**src/mvm_pkg.sv**
```systemverilog
package mvm_pkg;

    localparam int VAL_W  = 16;   // item_value, Q8.8
    localparam int SUM_W  = 35;   // product_sum, Q19.16
    localparam int IDX_W  = 3;    // row_index, col_index, out_row
    localparam int SIZE_W = 4;    // rows_in_use, cols_in_use

    localparam int DEF_MAX_ROWS    = 8;
    localparam int DEF_MAX_COLS    = 8;
    localparam int DEF_ENTRY_WIDTH = 16;

    localparam logic [SIZE_W-1:0] SIZE_RESET = SIZE_W'(8);
    localparam logic [SIZE_W-1:0] COUNT_MAX  = '1;

    // configuration register indexes
    localparam logic REG_ROWS = 1'b0;
    localparam logic REG_COLS = 1'b1;

    // input operation codes
    localparam logic OP_WRITE   = 1'b0;
    localparam logic OP_ELEMENT = 1'b1;

    typedef enum logic [1:0] {
        ST_RUN,
        ST_DRAIN,
        ST_ERR
    } mvm_state_t;

    typedef struct packed {
        logic mac_en;   // add the registered product
        logic shift;    // take the neighbor's sum
        logic clear;    // zero the sum
    } mvm_cell_ctrl_t;

    // zero reads as one, anything above the limit reads as the limit
    function automatic logic [SIZE_W-1:0] clamp_size(input logic [SIZE_W-1:0] v,
                                                    input int unsigned max_v);
        logic [SIZE_W-1:0] r;
        if (v == '0)
            r = SIZE_W'(1);
        else if (32'(v) > max_v)
            r = SIZE_W'(max_v);
        else
            r = v;
        return r;
    endfunction

endpackage

```
**src/mvm_ram.sv**
```systemverilog
module mvm_ram #(
    parameter int WIDTH = 16,
    parameter int DEPTH = 8
) (
    input  logic                                     clk,
    input  logic                                     we,
    input  logic [((DEPTH > 1) ? $clog2(DEPTH) : 1)-1:0] waddr,
    input  logic [WIDTH-1:0]                         wdata,
    input  logic                                     re,
    input  logic [((DEPTH > 1) ? $clog2(DEPTH) : 1)-1:0] raddr,
    output logic [WIDTH-1:0]                         rdata
);

    logic [WIDTH-1:0] mem_reg [DEPTH];
    logic [WIDTH-1:0] rdata_reg;

    always_ff @(posedge clk)
    begin
        if (we)
        begin
            mem_reg[waddr] <= wdata;
        end
        if (re)
        begin
            rdata_reg <= mem_reg[raddr];
        end
    end

    assign rdata = rdata_reg;

endmodule

```
**src/mvm_cell.sv**
```systemverilog
module mvm_cell #(
    parameter int CELL_INDEX  = 0,
    parameter int MAX_COLS    = mvm_pkg::DEF_MAX_COLS,
    parameter int ENTRY_WIDTH = mvm_pkg::DEF_ENTRY_WIDTH,
    localparam int COL_AW     = (MAX_COLS > 1) ? $clog2(MAX_COLS) : 1
) (
    input  logic                              clk,
    input  logic                              rst_n,
    input  mvm_pkg::mvm_cell_ctrl_t           ctrl,
    input  logic                              wr_en,
    input  logic [mvm_pkg::IDX_W-1:0]         wr_row,
    input  logic [COL_AW-1:0]                 wr_col,
    input  logic [ENTRY_WIDTH-1:0]            wr_data,
    input  logic                              rd_en,
    input  logic [COL_AW-1:0]                 rd_col,
    input  logic signed [mvm_pkg::VAL_W-1:0]  vec_value,
    input  logic [mvm_pkg::SIZE_W-1:0]        rows,
    input  logic [mvm_pkg::SUM_W-1:0]         acc_in,
    output logic [mvm_pkg::SUM_W-1:0]         acc_out
);

    localparam int PROD_W = ENTRY_WIDTH + mvm_pkg::VAL_W;
    localparam int EXT_W  = (PROD_W > mvm_pkg::SUM_W) ? PROD_W : mvm_pkg::SUM_W;

    logic                            row_hit;
    logic                            in_use;
    logic [ENTRY_WIDTH-1:0]          entry;
    logic signed [PROD_W-1:0]        prod_reg;
    logic signed [PROD_W-1:0]        prod_next;
    logic signed [EXT_W-1:0]         prod_ext;
    logic [mvm_pkg::SUM_W-1:0]       acc_reg;
    logic [mvm_pkg::SUM_W-1:0]       acc_next;

    assign row_hit = (32'(wr_row) == CELL_INDEX);
    assign in_use  = (CELL_INDEX < 32'(rows));

    mvm_ram #(
        .WIDTH (ENTRY_WIDTH),
        .DEPTH (MAX_COLS)
    ) u_row_ram (
        .clk   (clk),
        .we    (wr_en && row_hit),
        .waddr (wr_col),
        .wdata (wr_data),
        .re    (rd_en),
        .raddr (rd_col),
        .rdata (entry)
    );

    assign prod_next = $signed(entry) * vec_value;
    assign prod_ext  = EXT_W'(prod_reg);

    always_ff @(posedge clk)
    begin
        prod_reg <= prod_next;
    end

    always_comb
    begin
        acc_next = acc_reg;
        if (ctrl.clear)
            acc_next = '0;
        else if (ctrl.shift)
            acc_next = acc_in;
        else if (ctrl.mac_en && in_use)
            acc_next = acc_reg + prod_ext[mvm_pkg::SUM_W-1:0];   // wraps at 35 bits
    end

    always_ff @(posedge clk or negedge rst_n)
    begin
        if (!rst_n)
            acc_reg <= '0;
        else
            acc_reg <= acc_next;
    end

    assign acc_out = acc_reg;

endmodule

```
**config.mk**
```make
export PLATFORM = sky130hd
export DESIGN_NAME = mvm_cell
export DESIGN_NICKNAME = d
export VERILOG_FILES = /design/src/mvm_pkg.sv /design/src/mvm_ram.sv /design/src/mvm_cell.sv
export SDC_FILE = /design/constraint.sdc
export NUM_CORES = 1
export LEC_CHECK = 0
export BUFFER_PORTS_ARGS = -buffer_cell sky130_fd_sc_hd__buf_2
export CORE_AREA = 4 4 224 226
export CTS_BUF_LIST = sky130_fd_sc_hd__clkbuf_4 sky130_fd_sc_hd__clkbuf_8
export CTS_CLUSTER_DIAMETER = 60
export CTS_CLUSTER_SIZE = 20
export DETAILED_ROUTE_END_ITERATION = 10
export DIE_AREA = 0 0 228 230
export PLACE_DENSITY = 0.63
export RECOVER_POWER = 100
export SYNTH_ARGS = -nofsm -noshare
export SYNTH_HDL_FRONTEND = slang
export SYNTH_SLANG_ARGS = --single-unit
```
**constraint.sdc**
```tcl
create_clock -name clk -period 7.95 [get_ports clk]
set_input_delay 1.59 -clock clk [delete_from_list [all_inputs] [get_ports clk]]
set_output_delay 1.59 -clock clk [all_outputs]
set_load 0.01 [all_outputs]
```
---- After elaboration in Yosys (flattened, before gate mapping) ----
Memory sizes are Yosys's and may differ from the RTL's. A register that Yosys moved wholly into a read port is not among the register bits.
Index checks and enable logic that the tools add are counted.
cells by class
  mux-type cells .......................... 5
  bitwise operators ....................... 0
  multipliers ............................. 1
  equal/unequal tests ..................... 0
  divide/modulo/power cells ............... 0
  reduce and logical (&&, ||, !) cells .... 4
  magnitude comparators ................... 1
  shift-type cells ........................ 0
  $add $sub $neg .......................... 1
operators with widths
  kind                number
  $mux 35             3
  $add 35x35->35      1
  $mul 16x16->32      1
  $lt 1x4->1 const A  1
  $logic_not 3->1     1
  $reduce_bool 3->1   1
  $logic_and 1x1->1   2
  $mux 1              2
storage, ports and cells
  memories kept ........................... 1
  logic and storage cells ................. 15
  memory bits (writable) .................. 128
  output and inout bits ................... 35
  latch bits .............................. 0
  bits of input ports ..................... 87
  bits in read-only memories .............. 0
  flip-flop bits (word level) ............. 67
memories
  memory             words  width  read ports  clocked after Yosys merged registers in  wr ports  RTL line       text
  u_row_ram.mem_reg  8      16     1           1                                        1         mvm_ram.sv:14  logic [WIDTH-1:0] mem_reg [DEPTH];

---- Longest topological paths before layout ----
  depth in word-level cells ............... 5
  gate-level depth with buffers ........... 25
  gate-level depth less buffers ........... 23

---- Cells and area by module ----
From an unflattened synthesis, not the netlist that was laid out.
second synthesis, totals
  cells, all modules ...................... 1,764
  area total of the unflattened synthesis .. 19,366.1 µm²
by module, submodules not included
  module    instances  area each (µm²)  seq. area each (µm²)  cells each
  mvm_cell  1          13,912.1         1,516.5               1,550
  mvm_ram   1          5,454.0          4,324.1               214

---- Worst setup path before layout ----
No wires, ideal clock.
  path kind ............................... input port to flip-flop
  start point ............................. input port vec_value[1] (netlist name)
  end point ............................... register prod_reg[30]
  data required time ...................... 7.878 ns
  data arrival time ....................... 7.199 ns
  setup slack ............................. 0.679 ns
  setup time .............................. 0.072 ns
  cell stages on the path ................. 21
  buffers on the path ..................... 1
  cell sequence ........................... clkbuf_1 -> nand2_1 -> inv_1 -> fa_1 -> fa_1 -> fa_1 -> fa_1 -> fa_1 -> inv_1 -> fa_1 -> inv_1 -> ha_1 -> a21o_1 -> a21o_1 -> a21o_1 -> a21o_1 -> a2111oi_2 -> o21ai_1 -> and3_4 -> a221oi_2 -> xnor2_1
between the ends
  longest elaborated chain between the ends .. 1
RTL lines
  item                    RTL line        text
  start: declaration      mvm_cell.sv:16  input logic signed [mvm_pkg::VAL_W-1:0] vec_value,
  $mul 16x16->32          mvm_cell.sv:50  assign prod_next = $signed(entry) * vec_value;
  via prod_next[30]       mvm_cell.sv:29  logic signed [PROD_W-1:0] prod_next;
  end signal: assignment  mvm_cell.sv:55  prod_reg <= prod_next;
  end: declaration        mvm_cell.sv:28  logic signed [PROD_W-1:0] prod_reg;
The timed path passes the listed nets, and every way through them passes these cells.
A chain may end at the register's enable or synchronous reset.

---- Worst setup path after layout ----
  start point ............................. input port vec_value[1] (netlist name)
  end point ............................... register prod_reg[31]
The elaborated chain is that of the path after synthesis.

==> run metrics <==
type of the setup path with the least slack=in2reg; ratio of final minimum period to clock period=0.911; Synth cell types=70; wire length of the first global-routing pass=73400 um; count of final max-slew check failures=176; startpoint of the worst hold path=acc_out[20]; Initial Utilization=0.396; global routing met2 resource utilization=0.301; most frequent standard cell in the layout excluding fill and tap cells=sky130_fd_sc_hd__inv_1; endpoint kind of the worst setup timing path=flip-flop; clock sink count=211; max FFs per register=128; final HPWL from detailed placement=34600 um; end point of the worst hold path=acc_out[20]; WP data required=8.36 ns; final total negative setup slack=0 ns; violated checks=capacitance limit, slew limit; cell depth of the worst hold path=2; gpl congestion=0.878; total of warnings raised by yosys=0; synthesized instance count=1753; clock root buffer master=sky130_fd_sc_hd__clkbuf_8; standard-cell rows=81; setup repair after global routing missed its margin=false; detail-routed via count per cell=5.08; path category of the worst min-delay check=reg2reg; clock tree from TritonCTS=yes; Core Region=0.0483 sq mm; worst-skew pair later-pin latency=0.54 ns; antenna violations before repair=2; Post-Route WL=44000 um; post-cts resize count=0; maximum count of clock buffers along a single path=3; GR Util met3=0.0276; number of maximum-capacitance constraint violations=6; CTS H-tree lvls=1; number of cells on the worst reg-to-reg path=20; residual antenna-violating net count after detailed routing=0; post-layout net count=2313; horizontal die dimension=228 um; number of global-route vias before repair=13800; Setup Viol. Count Final=0; die height=230 um; count of unresolved DRC violations after routing=0; fraction of synthesized area in multiplexers=0.0481; Fmax achieved=138 MHz; asr flop ratio synth=0.166; Fill cells=4559; number of synthesized register bits=211; Final Hold Viols=0; sequential cell area fraction in the yosys report=0.305; FF-to-FF setup slack=1.23 ns; layout overhead on the synthesized area=7.70%; Arrival @ worst endpoint=7.65 ns; time the worst path needs with I/O delays and setup=7.24 ns; fraction of layout instances using a drive strength above 1=0.0819; global-route usage over all layers=0.171; FF-to-FF End=prod_reg[30]; leading cell types in the layout, fill and taps excluded=sky130_fd_sc_hd__inv_1 (300), sky130_fd_sc_hd__fa_1 (263), sky130_fd_sc_hd__nand2_1 (176), sky130_fd_sc_hd__edfxtp_1 (144), sky130_fd_sc_hd__and2_1 (125); global routing's busiest layer=met2; clock buffer count from CTS=19; pin count of the biggest net entering global routing=69; GR met1 Demand/Resource=0.226; Syn Area/Cell=10.9 sq um; Iteration-0 DRC Markers=735; number of synthesized flops with an enable pin=144; length of the first detailed-routing pass in iterations=5; fraction of the mapped netlist area in compound gates=0.0817; number of buffers inserted to repair setup after CTS=0; run status=finished with violations; maximum fanout along the worst path=12; most used flip-flop cell after synthesis=sky130_fd_sc_hd__edfxtp_1; startpoint type of the worst setup path=input port; detailed-route via count=12600; post-DR wirelength/cell=17.7 um; combinational family with the most area after synthesis=adder cells; I/O pin count=122; Mapped Nets=2219; fraction of the mapped netlist area in adder cells=0.351; post-route clock skew=0.0250 ns; xor/xnor cell area share of the yosys netlist=0.0288; remaining global-route overflow=0; Synth Area in Simple Gates=0.115; number of hold-repair buffers added at the cts stage=0; clock-pin transition on the worst setup and hold timing paths=0.08 ns; launch point of the worst reg-to-reg path=u_row_ram.rdata[15]; max-slew headroom at the worst pin=-0.920; Port-buffer cells=121; slew at the pin closest to its max-slew limit=2.86 ns; total standard cell area after synthesis=0.0191 sq mm; first element of the critical path=vec_value[1]; total die area=0.0524 sq mm
[worst max-delay path by stage]
stage                   end  slack [ns]  cells past startpoint
2_1_floorplan  prod_reg[30]        0.68                     21
3_3_place_gp   prod_reg[30]        0.45                     21
3_5_place_dp   prod_reg[30]        0.33                     21
4_1_cts        prod_reg[30]        0.89                     21
5_1_grt        prod_reg[21]        0.34                     22
6_report       prod_reg[31]        0.71                     21
[stage by stage]
| step | instance area (sq um) | setup slack (ns) | std cells | hold slack (ns) | utilization |
|---|---|---|---|---|---|
| after floorplan | 19100 | 0.679 | 1753 | 0.520 | - |
| after global placement | 20400 | 0.445 | 2448 | 0.638 | 0.423 |
| after detailed placement | 20400 | 0.332 | 2448 | 0.652 | 0.423 |
| after CTS | 20800 | 0.894 | 2477 | 0.667 | 0.430 |
| after global routing | 20600 | 0.340 | 2478 | 0.711 | 0.427 |
| final | 20600 | 0.709 | 2478 | 0.671 | 0.427 |
[per-layer routing]
metal,wire (um),share of wire
met1,19200,0.44
met2,22000,0.50
met3,1900,0.043
met4,902,0.021
met5,20,0.00045
[cell usage after synthesis (10+ instances only)]
cell | count | area share
sky130_fd_sc_hd__inv_1 | 300 | 0.059
sky130_fd_sc_hd__fa_1 | 263 | 0.27
sky130_fd_sc_hd__nand2_1 | 176 | 0.035
sky130_fd_sc_hd__edfxtp_1 | 144 | 0.23
sky130_fd_sc_hd__and2_1 | 129 | 0.042
sky130_fd_sc_hd__ha_1 | 116 | 0.076
sky130_fd_sc_hd__a21oi_1 | 96 | 0.025
sky130_fd_sc_hd__nor2_1 | 75 | 0.015
sky130_fd_sc_hd__clkbuf_1 | 56 | 0.011
sky130_fd_sc_hd__xnor2_1 | 48 | 0.022
sky130_fd_sc_hd__dfrtp_1 | 35 | 0.046
sky130_fd_sc_hd__dfxtp_1 | 32 | 0.033
sky130_fd_sc_hd__mux4_2 | 32 | 0.038
sky130_fd_sc_hd__a21o_1 | 24 | 0.0094
sky130_fd_sc_hd__o21ai_0 | 23 | 0.0060
sky130_fd_sc_hd__mux2_2 | 16 | 0.0094
sky130_fd_sc_hd__nand2b_1 | 15 | 0.0049
sky130_fd_sc_hd__xor2_1 | 15 | 0.0069
sky130_fd_sc_hd__nor3_1 | 12 | 0.0031
sky130_fd_sc_hd__nand3_1 | 11 | 0.0029
sky130_fd_sc_hd__o21ai_1 | 10 | 0.0026
[worst max-delay path, cell delays in order]
cell and delay (ns):
sky130_fd_sc_hd__clkbuf_1 0.28, sky130_fd_sc_hd__clkbuf_1 0.42, sky130_fd_sc_hd__nand2_1 0.17, sky130_fd_sc_hd__fa_1 0.56
sky130_fd_sc_hd__fa_1 0.52, sky130_fd_sc_hd__fa_1 0.51, sky130_fd_sc_hd__inv_1 0.05, sky130_fd_sc_hd__fa_1 0.49
sky130_fd_sc_hd__fa_1 0.49, sky130_fd_sc_hd__inv_1 0.05, sky130_fd_sc_hd__fa_1 0.47, sky130_fd_sc_hd__inv_1 0.04
sky130_fd_sc_hd__ha_1 0.38, sky130_fd_sc_hd__and3_1 0.21, sky130_fd_sc_hd__a21boi_0 0.27, sky130_fd_sc_hd__o21ba_1 0.23
sky130_fd_sc_hd__o2111ai_1 0.15, sky130_fd_sc_hd__a31oi_1 0.33, sky130_fd_sc_hd__a221o_1 0.23, sky130_fd_sc_hd__a21oi_1 0.08
sky130_fd_sc_hd__xnor2_1 0.13
[layout make-up]
cell class	instances	area (sq um)	share of cell area
clock inverters	9	68.8	0.00334
diodes	1	2.50	0.000121
well taps	622	778	0.0377
repair buffers	134	596	0.0289
clock buffers	20	275	0.0133
inverters	300	1130	0.0546
flip-flops and latches	211	5840	0.283
multi-input cells	1181	11900	0.579
[logic make-up after synthesis]
logic type               Yosys count
adder cells (fa/ha/maj)          379
buffers and inverters            361
flip-flops                       211
AND/OR/NAND/NOR                  452
XOR/XNOR                          63
AO/OA/AOI/OAI                    237
multiplexers                      50
Power is not shown: default switching activity piles up to over one toggle a cycle in this logic, so the estimate is an artifact.
